$ cat config.mk
export PLATFORM = sky130hd
export DESIGN_NAME = circular_double_ended_queue
export DESIGN_NICKNAME = d
export VERILOG_FILES = /design/src/sv/cdeq_pkg.sv /design/src/sv/cdeq_ram.sv /design/src/sv/cdeq_ptr.sv /design/src/sv/circular_double_ended_queue.sv
export VERILOG_INCLUDE_DIRS = /design/src /design/src/sv
export SDC_FILE = /design/constraint.sdc
export NUM_CORES = 1
export LEC_CHECK = 0
export BUFFER_PORTS_ARGS = -buffer_cell sky130_fd_sc_hd__buf_2
export CAP_MARGIN = 20
export CELL_PAD_IN_SITES_DETAIL_PLACEMENT = 0
export CELL_PAD_IN_SITES_GLOBAL_PLACEMENT = 1
export CORE_MARGIN = 8
export CORE_UTILIZATION = 53
export CTS_BUF_LIST = sky130_fd_sc_hd__clkbuf_4
export DETAILED_ROUTE_END_ITERATION = 10
export PLACE_DENSITY = 0.83
export SYNTH_ARGS = -nofsm -noshare
export SYNTH_HDL_FRONTEND = slang
export SYNTH_SLANG_ARGS = --single-unit
$ cat constraint.sdc
create_clock -name clk -period 13.9 [get_ports clk]
set_input_delay 1.39 -clock clk [delete_from_list [all_inputs] [get_ports clk]]
set_output_delay 1.39 -clock clk [all_outputs]
set_load 0.05 [all_outputs]
$ cat src/sv/circular_double_ended_queue_assert.svh
// Assertion helpers used by the deque pointer logic (cdeq_ptr).
// Every check is clocked on clk and held off while arst_n is low.
`ifndef CIRCULAR_DOUBLE_ENDED_QUEUE_ASSERT_SVH
`define CIRCULAR_DOUBLE_ENDED_QUEUE_ASSERT_SVH

// Check a condition at every clock edge.
`define CDEQ_ASSERT_ALWAYS(label, cond, msg) \
	label: assert property (@(posedge clk) disable iff (!arst_n) (cond)) \
		else $error(msg);

// Check a consequence in the same cycle as its cause.
`define CDEQ_ASSERT_SAME(label, ante, cons, msg) \
	label: assert property (@(posedge clk) disable iff (!arst_n) (ante) |-> (cons)) \
		else $error(msg);

// Check a consequence in the cycle after its cause.
`define CDEQ_ASSERT_NEXT(label, ante, cons, msg) \
	label: assert property (@(posedge clk) disable iff (!arst_n) (ante) |=> (cons)) \
		else $error(msg);

`endif

$ cat src/sv/cdeq_pkg.sv
package cdeq_pkg;

	// Ring geometry
	localparam int DEPTH  = 8;
	localparam int IDX_W  = (DEPTH > 1) ? $clog2(DEPTH) : 1;
	localparam int CNT_W  = $clog2(DEPTH + 1);
	localparam int DATA_W = 32;

	typedef enum logic [1:0] {
		MODE_PUSH_FRONT = 2'd0,
		MODE_PUSH_REAR  = 2'd1,
		MODE_POP_FRONT  = 2'd2,
		MODE_POP_REAR   = 2'd3
	} mode_t;

	typedef enum logic [1:0] {
		STAT_DONE       = 2'd0,
		STAT_FULL_REJ   = 2'd1,
		STAT_EMPTY_REJ  = 2'd2,
		STAT_UNUSED     = 2'd3
	} status_t;

	typedef struct packed {
		mode_t                     mode;
		logic signed [DATA_W-1:0]  value;
	} in_item_t;

	typedef struct packed {
		status_t                   status;
		logic [3:0]                occupancy;
		logic                      is_empty;
		logic                      is_full;
		logic signed [DATA_W-1:0]  front_value;
		logic signed [DATA_W-1:0]  rear_value;
	} out_item_t;

	// Write request from the index logic to the ring memories
	typedef struct packed {
		logic               en;
		logic [IDX_W-1:0]   addr;
		logic [DATA_W-1:0]  data;
	} ring_wr_t;

	// Queue bookkeeping as it stands after the last transaction
	typedef struct packed {
		logic [IDX_W-1:0]  head;
		logic [IDX_W-1:0]  tail;
		logic [CNT_W-1:0]  count;
		logic              empty;
		logic              full;
	} ring_info_t;

endpackage

$ cat src/sv/cdeq_ram.sv
module cdeq_ram #(
	parameter int WIDTH = 32,
	parameter int DEPTH = 8,
	localparam int ADDR_W = (DEPTH > 1) ? $clog2(DEPTH) : 1
) (
	input  logic                     clk,
	input  logic                     we,
	input  logic [ADDR_W-1:0]        waddr,
	input  logic [WIDTH-1:0]         wdata,
	input  logic                     re,
	input  logic [ADDR_W-1:0]        raddr,
	output logic [WIDTH-1:0]         rdata
);

	logic [WIDTH-1:0] mem_q [DEPTH];

	// Write port
	always_ff @(posedge clk) begin
		if (we) begin
			mem_q[waddr] <= wdata;
		end
	end

	// Registered read port, holds its data between reads
	always_ff @(posedge clk) begin
		if (re) begin
			rdata <= mem_q[raddr];
		end
	end

endmodule

$ cat src/sv/cdeq_ptr.sv
`include "circular_double_ended_queue_assert.svh"

module cdeq_ptr import cdeq_pkg::*; (
	input  logic        clk,
	input  logic        arst_n,
	input  logic        fire,
	input  in_item_t    item,
	output status_t     status,
	output ring_wr_t    wr,
	output ring_info_t  info
);

	logic [IDX_W-1:0]  head_q, tail_q, head_n, tail_n;
	logic [CNT_W-1:0]  count_q, count_n;
	logic              empty_q, empty_n;
	logic              full;

	assign full = (count_q == CNT_W'(DEPTH));

	function automatic logic [IDX_W-1:0] idx_inc(input logic [IDX_W-1:0] idx);
		return (idx == IDX_W'(DEPTH - 1)) ? '0 : idx + IDX_W'(1);
	endfunction

	function automatic logic [IDX_W-1:0] idx_dec(input logic [IDX_W-1:0] idx);
		return (idx == '0) ? IDX_W'(DEPTH - 1) : idx - IDX_W'(1);
	endfunction

	// Decide the next indices, the count and the entry to write
	always_comb begin
		head_n  = head_q;
		tail_n  = tail_q;
		count_n = count_q;
		empty_n = empty_q;
		status  = STAT_DONE;
		wr.en   = 1'b0;
		wr.addr = '0;
		wr.data = item.value;
		unique case (item.mode) inside
			MODE_PUSH_FRONT, MODE_PUSH_REAR: begin
				if (full) begin
					status = STAT_FULL_REJ;
				end else if (empty_q) begin
					head_n  = '0;
					tail_n  = '0;
					empty_n = 1'b0;
					count_n = CNT_W'(1);
					wr.en   = 1'b1;
					wr.addr = '0;
				end else if (item.mode == MODE_PUSH_FRONT) begin
					head_n  = idx_dec(head_q);
					count_n = count_q + CNT_W'(1);
					wr.en   = 1'b1;
					wr.addr = idx_dec(head_q);
				end else begin
					tail_n  = idx_inc(tail_q);
					count_n = count_q + CNT_W'(1);
					wr.en   = 1'b1;
					wr.addr = idx_inc(tail_q);
				end
			end
			MODE_POP_FRONT, MODE_POP_REAR: begin
				if (empty_q) begin
					status = STAT_EMPTY_REJ;
				end else if (head_q == tail_q) begin
					head_n  = '0;
					tail_n  = '0;
					empty_n = 1'b1;
					count_n = '0;
				end else if (item.mode == MODE_POP_FRONT) begin
					head_n  = idx_inc(head_q);
					count_n = count_q - CNT_W'(1);
				end else begin
					tail_n  = idx_dec(tail_q);
					count_n = count_q - CNT_W'(1);
				end
			end
			default: begin
				status = STAT_DONE;
			end
		endcase
	end

	// Commit the bookkeeping on an accepted transaction
	always_ff @(posedge clk or negedge arst_n) begin
		if (!arst_n) begin
			head_q  <= '0;
			tail_q  <= '0;
			count_q <= '0;
			empty_q <= 1'b1;
		end else if (fire) begin
			head_q  <= head_n;
			tail_q  <= tail_n;
			count_q <= count_n;
			empty_q <= empty_n;
		end
	end

	assign info.head  = head_q;
	assign info.tail  = tail_q;
	assign info.count = count_q;
	assign info.empty = empty_q;
	assign info.full  = full;

	`CDEQ_ASSERT_ALWAYS(a_count_bound, count_q <= CNT_W'(DEPTH), "count above depth")
	`CDEQ_ASSERT_ALWAYS(a_empty_count, empty_q == (count_q == '0), "empty flag and count disagree")
	`CDEQ_ASSERT_SAME(a_empty_idx, empty_q, (head_q == '0) && (tail_q == '0), "empty ring with nonzero index")
	`CDEQ_ASSERT_NEXT(a_reject_hold, fire && (status != STAT_DONE), $stable(count_q) && $stable(head_q) && $stable(tail_q), "rejected transaction changed state")

endmodule

$ cat src/sv/circular_double_ended_queue.sv
// Double-ended queue over a ring of DEPTH 32-bit words (DEPTH from cdeq_pkg). Each input
// transaction pushes or pops at either end and returns exactly one result with the status,
// occupancy, empty and full flags, and the front and rear words (zero when empty). A push
// into a full ring or a pop from an empty one is rejected and changes nothing. One
// transaction is in flight at a time. The update and memory write happen at acceptance;
// head and tail are then read in the S_READ state, and the read data is captured into the
// output register in S_CAPT, once that register is free. The input is ready again in the
// cycle after the capture, so a new transaction is not taken before the last one has been
// captured. The two ring memories are mirrored copies written together, so front and rear
// are read in the same cycle. The next transaction is accepted while a finished result
// still waits in the output register; a result that cannot be loaded because the previous
// one is still waiting holds the sequencer until it drains.
module circular_double_ended_queue import cdeq_pkg::*; (
	input  logic       clk,
	input  logic       arst_n,
	input  logic       in_valid,
	output logic       in_ready,
	input  in_item_t   in_data,
	output logic       out_valid,
	input  logic       out_ready,
	output out_item_t  out_data
);

	typedef enum logic [2:0] {
		S_IDLE = 3'b001,
		S_READ = 3'b010,
		S_CAPT = 3'b100
	} state_t;

	state_t      state_q;
	status_t     status, status_q;
	ring_wr_t    wr;
	ring_info_t  info;
	logic        fire;
	logic        rd_en;
	logic        load;
	logic        out_valid_q;
	out_item_t   out_data_q;
	logic [DATA_W-1:0] front_rd, rear_rd;

	assign in_ready = (state_q == S_IDLE);
	assign fire     = in_valid && in_ready;
	assign rd_en    = (state_q == S_READ);
	assign load     = (state_q == S_CAPT) && (!out_valid_q || out_ready);

	cdeq_ptr u_ptr (
		.clk    (clk),
		.arst_n (arst_n),
		.fire   (fire),
		.item   (in_data),
		.status (status),
		.wr     (wr),
		.info   (info)
	);

	// Front copy of the ring
	cdeq_ram #(.WIDTH(DATA_W), .DEPTH(DEPTH)) u_ram_front (
		.clk   (clk),
		.we    (fire && wr.en),
		.waddr (wr.addr),
		.wdata (wr.data),
		.re    (rd_en),
		.raddr (info.head),
		.rdata (front_rd)
	);

	// Rear copy of the ring
	cdeq_ram #(.WIDTH(DATA_W), .DEPTH(DEPTH)) u_ram_rear (
		.clk   (clk),
		.we    (fire && wr.en),
		.waddr (wr.addr),
		.wdata (wr.data),
		.re    (rd_en),
		.raddr (info.tail),
		.rdata (rear_rd)
	);

	// Sequence one transaction: update, read, capture
	always_ff @(posedge clk or negedge arst_n) begin
		if (!arst_n) begin
			state_q <= S_IDLE;
		end else begin
			unique case (state_q)
				S_IDLE: begin
					if (fire) begin
						state_q <= S_READ;
					end
				end
				S_READ: begin
					state_q <= S_CAPT;
				end
				S_CAPT: begin
					if (load) begin
						state_q <= S_IDLE;
					end
				end
				default: begin
					state_q <= S_IDLE;
				end
			endcase
		end
	end

	// Hold the status of the transaction in flight
	always_ff @(posedge clk) begin
		if (fire) begin
			status_q <= status;
		end
	end

	// Output register valid
	always_ff @(posedge clk or negedge arst_n) begin
		if (!arst_n) begin
			out_valid_q <= 1'b0;
		end else if (load) begin
			out_valid_q <= 1'b1;
		end else if (out_ready) begin
			out_valid_q <= 1'b0;
		end
	end

	// Output register payload, words forced to zero on an empty ring
	always_ff @(posedge clk) begin
		if (load) begin
			out_data_q.status      <= status_q;
			out_data_q.occupancy   <= 4'(info.count);
			out_data_q.is_empty    <= info.empty;
			out_data_q.is_full     <= info.full;
			out_data_q.front_value <= info.empty ? '0 : front_rd;
			out_data_q.rear_value  <= info.empty ? '0 : rear_rd;
		end
	end

	assign out_valid = out_valid_q;
	assign out_data  = out_data_q;

endmodule
==> flow_metrics.env, run 1 <==
export IMPL_reg2regPathDepth=7
export IMPL_row_count=66
export IMPL_holdWs_ns=0.426
export IMPL_num_io_pins=112
export IMPL_cpPeakStageDelay_ns=1.09
export IMPL_syn_to_final_growth_pct=14.2
export IMPL_grt_pass1_wl_mm=51.1
export IMPL_grt_usage_pct=17.3
export IMPL_root_buffer="clkbuf_4"
export IMPL_gp_congestion=0.762
export IMPL_cts_tree="yes"
export IMPL_core_area_sq_mm=0.0323
export IMPL_period_share_pct=28.5
export IMPL_cellPowerDensity_mw_per_mm2=187
export IMPL_cts_made_buffers=103
export IMPL_min_to="out_data[71]$_DFFE_PP_"
export IMPL_h_tree_depth=3
export IMPL_synth_top_area_share_pct=68.7
export IMPL_post_cts_buffers=0
export IMPL_synth_distinct_cells=46
export IMPL_path_class="register to register"
export IMPL_drt_iter0_drc=514
export IMPL_cp_max_fo=68
export IMPL_syn_cell_area_sq_mm=0.0172
export IMPL_slew_headroom_pct=25.4
export IMPL_critical_path_cell_chain="inv_1 -> ha_1 -> nor2b_1 -> o31ai_1 -> a21oi_1 -> or3_1 -> nor2_4"
export IMPL_yosysMostFrequentCell="edfxtp_1"
export IMPL_hold_viol_final=0
export IMPL_yosys_area_top_type="edfxtp_1"
export IMPL_setup_viol=0
export IMPL_cap_violations=0
export IMPL_arrival_ns=4.27
export IMPL_r2r_slack_ns=9.94
export IMPL_final_area_sq_mm=0.0197
export IMPL_ys_seq_area_share_pct=70.9
export IMPL_drtPass1Iterations=5
export IMPL_viasPerCell=5.60
export IMPL_crit_buf_inv=1
export IMPL_antenna_found_initial=3
export IMPL_crit_required_ns=14.21
export IMPL_peakVddDrop_v=0.000113
export IMPL_grt_max_degree=77
export IMPL_hold_depth=0
export IMPL_end_kind="register"
export IMPL_rsz0062_at_grt="no"
export IMPL_clock_path_buffers=3
export IMPL_fin_nets=1067
export IMPL_fin_util_pct=60.9
export IMPL_placed_area_sq_mm=0.0183
export IMPL_drv_slew=0
export IMPL_ctsHoldBuffers=0
export IMPL_synth_avg_cell_area_sq_um=20.5
export IMPL_regToRegStartpoint="u_ptr.head_q[1]$_DFFE_PN0P_"
export IMPL_ys_ff_latch=409
export IMPL_ys_async_sr_fraction_pct=3.67
export IMPL_routedWlPerCell_um=21.1
export IMPL_critical_path_slowest_cell="dfrtp_4"
export IMPL_drive_gt1_share_pct=44.8
export IMPL_cts_sinks=409
export IMPL_die_height_um=196
export IMPL_drt_wl_total_mm=32.4
export IMPL_min_period_ns=3.96
export IMPL_via_count=8614
export IMPL_clock_latency_ns=0.73
export IMPL_start_kind="register"
export IMPL_yosys_warnings=0
export IMPL_max_freq_mhz=252
export IMPL_synth_area_leaders="edfxtp_1 (69%), mux4_2 (17%), mux2_2 (4.2%), nor2b_1 (2.4%), dfrtp_1 (1.9%)"
export IMPL_status="finished, final reports clean"
export IMPL_grt_overflow_total=0
export IMPL_fp_dieArea_sq_mm=0.0385
export IMPL_hp_start="status_q[1]$_DFFE_PP_"
export IMPL_leakagePower_uw=0.00653
export IMPL_setup_tns_ns=0
export IMPL_post_route_drc_count=0
export IMPL_hp_class="register to register"
export IMPL_ant_nets=0
export IMPL_synth_edf_count=394
export IMPL_syn_num_nets=889
export IMPL_max_slew_worst_pin_slew_ns=1.11
export IMPL_syn_inst=841
export IMPL_r2r_end="u_ram_rear.mem_q[4][20]$_DFFE_PP_"
export IMPL_cts_clk_slew_worst_paths_ns=0.06
export IMPL_clock_skew_ns=0.0474
export IMPL_portBuffers=111
export IMPL_start_util_pct=53.3
export IMPL_cpLargestDelayFamily="simple AND/OR/NAND/NOR gates"
export IMPL_synth_top_cells_by_count="edfxtp_1 (394), mux4_2 (128), nor2b_1 (66), mux2_2 (65), clkbuf_1 (26)"
export IMPL_grt_pass1_vias=9194
export IMPL_dieWidth_um=196
export IMPL_hpwlAfterDp_mm=19.2
export IMPL_cts_resized=0
export IMPL_synthFlopType="edfxtp_1"
## per-stage QoR
stage	worst slack, ns	instances	power (uW)
6_report	9.94	1537	3670
4_1_cts	9.88	1533	3720
2_1_floorplan	8.94	841	2500
3_5_place_dp	9.84	1353	2760
5_1_grt	9.66	1537	3870
3_3_place_gp	9.84	1350	2740
## cell usage in the layout (no fill, tap or decap), drive strengths merged, types with 3 or more instances in the layout
cell type and instances:
dfrtp 13, inv 14, ha 10, a21oi 14
nor2b 66, edfxtp 394, mux2 66, or3 6
o21ai 7, nand2 9, nand2b 3, clkinv 33
o31ai 6, nor2 19, buf 122, nor3 5
nand3b 3, xor2 3, clkbuf 142, nand3 3
mux4 128
## area by class of cell
type | count | area, sq um
Fill cell | 2331 | 12600
Sequential cell | 409 | 12200
Multi-Input combinational cell | 372 | 4840
Clock buffer | 142 | 1070
Timing Repair Buffer | 122 | 758
Tap cell | 442 | 553
Clock inverter | 38 | 183
Inverter | 11 | 41.3
Antenna cell | 1 | 2.50
## per-layer routing
| layer | track usage, % | routed length (um) | up-vias |
|---|---|---|---|
| met1 | 22.1 | 13400 | 4392 |
| li1 | - | - | 3895 |
| met2 | 28.4 | 16400 | 277 |
| met3 | 4.85 | 2160 | 46 |
| met5 | 0 | 23 | - |
| met4 | 5.47 | 487 | 4 |
## where the power goes
group          total, uW  switching [uW]  internal [uW]
clock                953             462            491
combinational        970             423            547
sequential          1750             220           1530
total               3670            1100           2570
## cell families after synthesis
kind of cell,after synthesis,share of synthesized area (%)
flip-flops,409,70.9
multiplexers,194,21.1
AND/OR/NAND/NOR,123,4.11
buffers and inverters,60,1.47
AO/OA/AOI/OAI,42,1.58
adder cells (fa/ha/maj),10,0.726
XOR/XNOR,3,0.153
## registers in the layout, summed over array words and instances (netlist names)
name,cells
u_ram_rear.mem_q,224
out_data,72
u_ram_front.mem_q,32
u_ram_front.rdata,32
u_ram_rear.rdata,32
u_ptr.count_q,4
state_q,3
u_ptr.head_q,3
u_ptr.tail_q,3
status_q,2
out_valid,1
u_ptr.empty_q,1
## worst max-delay path by stage
stage	start	to	slack [ns]	cells after the start
after floorplan	out_ready	out_data[0]$_SDFFCE_PP0P_	8.94	2
after global placement	in_data[33]	u_ram_rear.mem_q[6][11]$_DFFE_PP_	9.84	4
after detailed placement	in_data[33]	u_ram_rear.mem_q[5][8]$_DFFE_PP_	9.84	4
after CTS	u_ptr.head_q[1]$_DFFE_PN0P_	u_ram_rear.mem_q[0][6]$_DFFE_PP_	9.88	7
after global routing	u_ptr.head_q[1]$_DFFE_PN0P_	u_ram_rear.mem_q[4][1]$_DFFE_PP_	9.66	7
final	u_ptr.head_q[1]$_DFFE_PN0P_	u_ram_rear.mem_q[4][20]$_DFFE_PP_	9.94	7
## worst register-to-register path, delay by kind of cell (launching register included)
kind	cells	cell delay [ns]
and+or+nand+nor	3	1.48
DFF	1	1.09
AOI/OAI and AO/OA	2	0.49
adders and majority gates	1	0.25
buffers and inverters	1	0.23
No activity file was read; power rests on OpenSTA's default activity.
==> run 2, diff against run 1 <==
--- a/config.mk
+++ b/config.mk
@@ -11,7 +11,7 @@
 export CELL_PAD_IN_SITES_DETAIL_PLACEMENT = 0
 export CELL_PAD_IN_SITES_GLOBAL_PLACEMENT = 1
 export CORE_MARGIN = 8
-export CORE_UTILIZATION = 53
+export CORE_UTILIZATION = 50
 export CTS_BUF_LIST = sky130_fd_sc_hd__clkbuf_4
 export DETAILED_ROUTE_END_ITERATION = 10
 export PLACE_DENSITY = 0.83
==> constraint.sdc (replaced) <==
create_clock -name clk -period 3.5 [get_ports clk]
set_input_delay 0.35 -clock clk [delete_from_list [all_inputs] [get_ports clk]]
set_output_delay 0.35 -clock clk [all_outputs]
set_load 0.05 [all_outputs]
==> run 2 against run 1 <==
  * Critical endpoint is now u_ram_front.rdata[4]$_DFFE_PN_
  * Total power grew to 4.0 times the previous value
  * Combinational power grew to 4.7 times the previous value
  * Design area grew 2.6%
  * Clock skew grew 0.012 ns
  * Sequential power grew to 3.6 times the previous value
  * Sequential share of layout area shrank 1.6 points
==> flow_metrics.env, run 2 (synthesis results as in run 1) <==
export IMPL_status="finished, final reports clean"
export IMPL_critical_path_cell_chain="buf_4 -> buf_4 -> mux4_2 -> mux2_2"
export IMPL_dieWidth_um=202
export IMPL_cts_clk_slew_worst_paths_ns=0.07
export IMPL_core_area_sq_mm=0.0342
export IMPL_r2r_slack_ns=0.70
export IMPL_hold_viol_final=0
export IMPL_clock_skew_ns=0.0596
export IMPL_leakagePower_uw=0.00678
export IMPL_end_kind="register"
export IMPL_antenna_found_initial=5
export IMPL_final_common_cell="edfxtp_1"
export IMPL_grt_pass1_vias=9653
export IMPL_drt_wl_total_mm=35.0
export IMPL_path_class="register to register"
export IMPL_finalPower_uw=14800
export IMPL_r2r_end="u_ram_front.rdata[4]$_DFFE_PN_"
export IMPL_grt_usage_pct=17.3
export IMPL_row_count=68
export IMPL_cellPowerDensity_mw_per_mm2=732
export IMPL_via_count=8900
export IMPL_start_util_pct=50.4
export IMPL_root_buffer="clkbuf_4"
export IMPL_largest_reg_flops=224
export IMPL_final_cell_mix="edfxtp_1 (394), clkbuf_4 (139), mux4_2 (128)"
export IMPL_drive_gt1_share_pct=44.4
export IMPL_crit_buf_inv=2
export IMPL_cts_sinks=409
export IMPL_ant_nets=0
export IMPL_max_freq_mhz=357
export IMPL_critical_path_slowest_cell="buf_4"
export IMPL_cts_tree="yes"
export IMPL_setup_tns_ns=0
export IMPL_rsz0062_at_grt="no"
export IMPL_fp_dieArea_sq_mm=0.0406
export IMPL_gp_congestion=0.742
export IMPL_regToRegStartpoint="u_ptr.head_q[0]$_DFFE_PN0P_"
export IMPL_viasPerCell=5.52
export IMPL_arrival_ns=3.28
export IMPL_die_height_um=202
export IMPL_min_period_ns=2.80
export IMPL_clock_latency_ns=0.74
export IMPL_start_kind="register"
export IMPL_fin_util_pct=59.0
export IMPL_setup_viol=0
export IMPL_drt_iter0_drc=625
export IMPL_max_slew_worst_pin_slew_ns=1.03
export IMPL_grt_pass1_wl_mm=54.3
export IMPL_h_tree_depth=3
export IMPL_holdWs_ns=0.0684
export IMPL_peakVddDrop_v=0.000445
export IMPL_crit_required_ns=3.98
export IMPL_reg2regPathDepth=4
export IMPL_cts_made_buffers=101
export IMPL_grt_overflow_total=0
export IMPL_clock_path_buffers=3
export IMPL_cpMostUsedCell="buf_4"
export IMPL_crit_cells=4
export IMPL_slew_headroom_pct=31.3
export IMPL_hpwlAfterDp_mm=20.1
export IMPL_cp_max_fo=45
export IMPL_cpLargestDelayFamily="buffers and inverters"
export IMPL_routedWlPerCell_um=21.7
export IMPL_period_share_pct=80.0
export IMPL_syn_to_final_growth_pct=17.1
export IMPL_portBuffers=111
export IMPL_cpPeakStageDelay_ns=0.72
export IMPL_drv_slew=0
export IMPL_drtPass1Iterations=5
export IMPL_top_register="u_ram_rear.mem_q"
export IMPL_num_io_pins=112
export IMPL_post_route_drc_count=0
export IMPL_fin_nets=1119
export IMPL_grt_max_degree=69
export IMPL_cap_violations=0
export IMPL_hp_class="input pin to async pin"
-- run 2: cell types whose count changed in the layout (fill, tap and decap cells not counted), sizes merged --
| cell | previous run | this run |
|---|---|---|
| bufinv | 1 | 2 |
| diode | 1 | 4 |
| clkinv | 33 | 40 |
| buf | 122 | 139 |
| dlygate4sd3 | 0 | 37 |
| clkbuf | 142 | 139 |
| inv | 14 | 15 |
| clkinvlp | 1 | 0 |
-- run 2: cell type report --
cell class | instances | area [sq um]
clock inverter | 46 | 253
antenna | 4 | 10.0
sequential | 409 | 12200
tap | 455 | 569
timing repair buffer | 176 | 1190
fill | 2569 | 14000
inverter | 11 | 41.3
clock buffer | 139 | 1040
multi-input combinational | 372 | 4840
-- run 2: layer usage --
layer | part of all wire (%) | wire length [um] | vias up | global-route usage [%]
met5 | 0.029 | 10 | - | 0
met4 | 1.2 | 420 | 2 | 5.27
met3 | 6.4 | 2240 | 37 | 4.39
met2 | 52 | 18100 | 266 | 29.6
met1 | 41 | 14300 | 4577 | 21.5
li1 | - | - | 4018 | -
-- run 2: stage by stage --
stage,setup WS (ns),area [sq um],instances
after floorplan,0.103,17300,841
after global placement,0.676,18500,1386
after detailed placement,0.626,18500,1386
after CTS,0.617,20200,1608
after global routing,0.470,20200,1612
final,0.700,20200,1612
-- run 2: worst register-to-register path: stages (launching register included) --
cell	delay, ns
dfrtp_4	0.40
buf_4	0.72
buf_4	0.57
mux4_2	0.59
mux2_2	0.27
-- run 2: repair_timing --
item	in CTS	in global routing
gates resized for setup	0	0
hold buffers	37	0
setup buffers	0	0
endpoints found under the hold margin	277	0
-- run 2: worst max path at each step --
stage | from | end | slack (ns)
3_5_place_dp | u_ptr.head_q[0]$_DFFE_PN0P_ | u_ram_front.rdata[4]$_DFFE_PN_ | 0.63
6_report | u_ptr.head_q[0]$_DFFE_PN0P_ | u_ram_front.rdata[4]$_DFFE_PN_ | 0.70
4_1_cts | u_ptr.head_q[0]$_DFFE_PN0P_ | u_ram_front.rdata[4]$_DFFE_PN_ | 0.62
5_1_grt | u_ptr.tail_q[0]$_DFFE_PN0P_ | u_ram_rear.mem_q[0][15]$_DFFE_PP_ | 0.47
3_3_place_gp | u_ptr.head_q[0]$_DFFE_PN0P_ | u_ram_front.rdata[9]$_DFFE_PN_ | 0.68
2_1_floorplan | state_q[0]$_DFFE_PN1P_ | u_ram_rear.mem_q[2][0]$_DFFE_PP_ | 0.10
-- run 2: report_power, final --
group	internal (uW)	switching [uW]	total (uW)
registers	6080	272	6350
logic	2240	2300	4540
clock network	2010	1870	3880
total	10300	4440	14800
==> run 3, diff against run 2 <==
--- a/config.mk
+++ b/config.mk
@@ -11,7 +11,7 @@
 export CELL_PAD_IN_SITES_DETAIL_PLACEMENT = 0
 export CELL_PAD_IN_SITES_GLOBAL_PLACEMENT = 1
 export CORE_MARGIN = 8
-export CORE_UTILIZATION = 50
+export CORE_UTILIZATION = 53
 export CTS_BUF_LIST = sky130_fd_sc_hd__clkbuf_4
 export DETAILED_ROUTE_END_ITERATION = 10
 export PLACE_DENSITY = 0.83
==> constraint.sdc (replaced) <==
create_clock -name clk -period 2.9 [get_ports clk]
set_input_delay 0.29 -clock clk [delete_from_list [all_inputs] [get_ports clk]]
set_output_delay 0.29 -clock clk [all_outputs]
set_load 0.05 [all_outputs]
==> run 3 against run 2 <==
  * Clock skew decreased by 0.0082 ns
  * Fmax rose by 5.5%
  * Cell count down 0.87%
  * Critical path type unchanged
  * Via count is 0.37% higher
  * Critical endpoint is now u_ram_rear.mem_q[0][10]$_DFFE_PP_
  * Flip-flop and latch count stayed put
  * Global-route usage rose by 1.1 points
  * Critical path depth increased by 4
  * Setup slack got worse by 0.45 ns
  * Routed wire length down 2.1%
  * Die area is 5.2% lower
  * Non-clock buffer count rose by 10
  * Register-to-register slack got worse by 0.45 ns
==> flow_metrics.env, run 3 (synthesis results as in run 1) <==
export IMPL_hp_class="input pin to register"
export IMPL_setup_viol=0
export IMPL_ant_nets=0
export IMPL_grt_max_degree=73
export IMPL_fp_dieArea_sq_mm=0.0385
export IMPL_root_buffer="clkbuf_4"
export IMPL_arrival_ns=3.02
export IMPL_start_kind="register"
export IMPL_slew_headroom_pct=29.8
export IMPL_cts_sinks=409
export IMPL_holdWs_ns=0.372
export IMPL_drt_wl_total_mm=34.3
export IMPL_clock_path_buffers=3
export IMPL_post_route_drc_count=0
export IMPL_portBuffers=111
export IMPL_grt_usage_pct=18.4
export IMPL_regArea_sq_mm=0.0122
export IMPL_cp_max_fo=21
export IMPL_syn_to_final_growth_pct=17.7
export IMPL_max_slew_worst_pin_slew_ns=1.05
export IMPL_grt_pass1_wl_mm=54.2
export IMPL_cts_clk_slew_worst_paths_ns=0.07
export IMPL_multi_input_area_sq_mm=0.00486
export IMPL_rsz0062_at_grt="no"
export IMPL_peakVddDrop_v=0.000588
export IMPL_drt_iter0_drc=613
export IMPL_min_period_ns=2.65
export IMPL_die_height_um=196
export IMPL_final_common_cell="edfxtp_1"
export IMPL_drive_gt1_share_pct=44.8
export IMPL_status="finished, final reports clean"
export IMPL_h_tree_depth=3
export IMPL_hpwlAfterDp_mm=20.7
export IMPL_end_kind="register"
export IMPL_drtPass1Iterations=5
export IMPL_cellPowerDensity_mw_per_mm2=886
export IMPL_core_area_sq_mm=0.0323
export IMPL_finalPower_uw=18000
export IMPL_path_class="register to register"
export IMPL_routedWlPerCell_um=21.5
export IMPL_cts_tree="yes"
export IMPL_fin_nets=1129
export IMPL_period_share_pct=91.5
export IMPL_nFillCells=2207
export IMPL_antenna_found_initial=4
export IMPL_leakagePower_uw=0.00683
export IMPL_cap_violations=0
export IMPL_crit_required_ns=3.27
export IMPL_grt_pass1_vias=9621
export IMPL_cts_made_buffers=101
export IMPL_hold_viol_final=0
export IMPL_final_cell_mix="edfxtp_1 (394), clkbuf_4 (143), mux4_2 (128)"
export IMPL_largest_reg_flops=224
export IMPL_top_register="u_ram_rear.mem_q"
export IMPL_clock_latency_ns=0.74
export IMPL_viasPerCell=5.59
export IMPL_start_util_pct=53.3
export IMPL_row_count=66
export IMPL_drv_slew=0
export IMPL_grt_overflow_total=0
export IMPL_clock_skew_ns=0.0514
export IMPL_gp_congestion=0.779
export IMPL_via_count=8933
export IMPL_max_freq_mhz=377
export IMPL_dieWidth_um=196
export IMPL_num_io_pins=112
==> run 3: cell types whose count changed in the layout (fill, tap and decap cells not counted), moves of 2 or more <==
cell,previous run,this run
clkinv_2,10,2
clkinv_1,29,24
buf_12,4,8
buf_4,24,28
clkbuf_4,139,143
dlygate4sd3_1,37,39
==> run 3: where the power goes <==
group          total, uW  switching (uW)  internal [uW]
sequential          7540             212           7330
clock               4680            2150           2530
combinational       5740            2950           2790
==> run 3: final cells by class <==
type                            count  share of cell area [%]
Clock inverter                     32                    1.02
Clock buffer                      143                    5.29
Multi-Input combinational cell    372                    23.9
Sequential cell                   409                    60.3
Timing Repair Buffer              186                    6.49
Tap cell                          442                    2.73
Inverter                           11                   0.204
Antenna cell                        3                  0.0370
==> run 3: critical path, stage by stage (launching register included) <==
cell     delay, ns
dfrtp_4       0.42
inv_1         0.10
ha_1          0.22
nor2b_1       0.19
o31ai_1       0.30
a21oi_1       0.11
or3_1         0.47
nor2_4        0.16
buf_4         0.34
==> run 3: timing repair <==
action	4_1_cts	5_1_grt
endpoints found under the setup margin	0	0
buffers inserted	0	0
endpoints found under the hold margin	279	0
resized for setup	0	0
hold buffers	39	0
==> run 3: path summary, 6_finish.rpt <==
kind / from / end / slack, ns / cells past startpoint
min reg2reg: status_q[0]$_DFFE_PP_ / out_data[70]$_DFFE_PP_ / 0.41 / 0
max in group asynchronous: arst_n / u_ptr.tail_q[1]$_DFFE_PN0P_ / 1.20 / 4
max reg2reg: u_ptr.head_q[0]$_DFFE_PN0P_ / u_ram_rear.mem_q[0][10]$_DFFE_PP_ / 0.25 / 8
max: u_ptr.head_q[0]$_DFFE_PN0P_ / u_ram_rear.mem_q[0][10]$_DFFE_PP_ / 0.25 / 8
min: in_data[2] / u_ram_rear.mem_q[3][2]$_DFFE_PP_ / 0.37 / 2
min in group asynchronous: arst_n / u_ptr.head_q[1]$_DFFE_PN0P_ / 0.49 / 3
==> run 3: layer usage <==
layer	track usage, %	part of all wire, %	vias to the layer above	wire length (um)
met3	3.99	5.5	45	1880
li1	-	-	4011	-
met1	24.2	43	4604	14700
met2	30.2	50	271	17200
met4	6.32	1.7	2	570
met5	0	0.035	-	12
==> run 3: stage by stage <==
stage	util [%]	instances	setup TNS (ns)	setup WS, ns	instance area [sq um]
after floorplan	-	841	-0.276	-0.00861	17300
after global placement	57.6	1381	0	0.362	18600
after detailed placement	57.6	1381	0	0.328	18600
after CTS	62.8	1595	0	0.273	20300
after global routing	62.8	1598	0	0.0920	20300
final	62.8	1598	0	0.247	20300
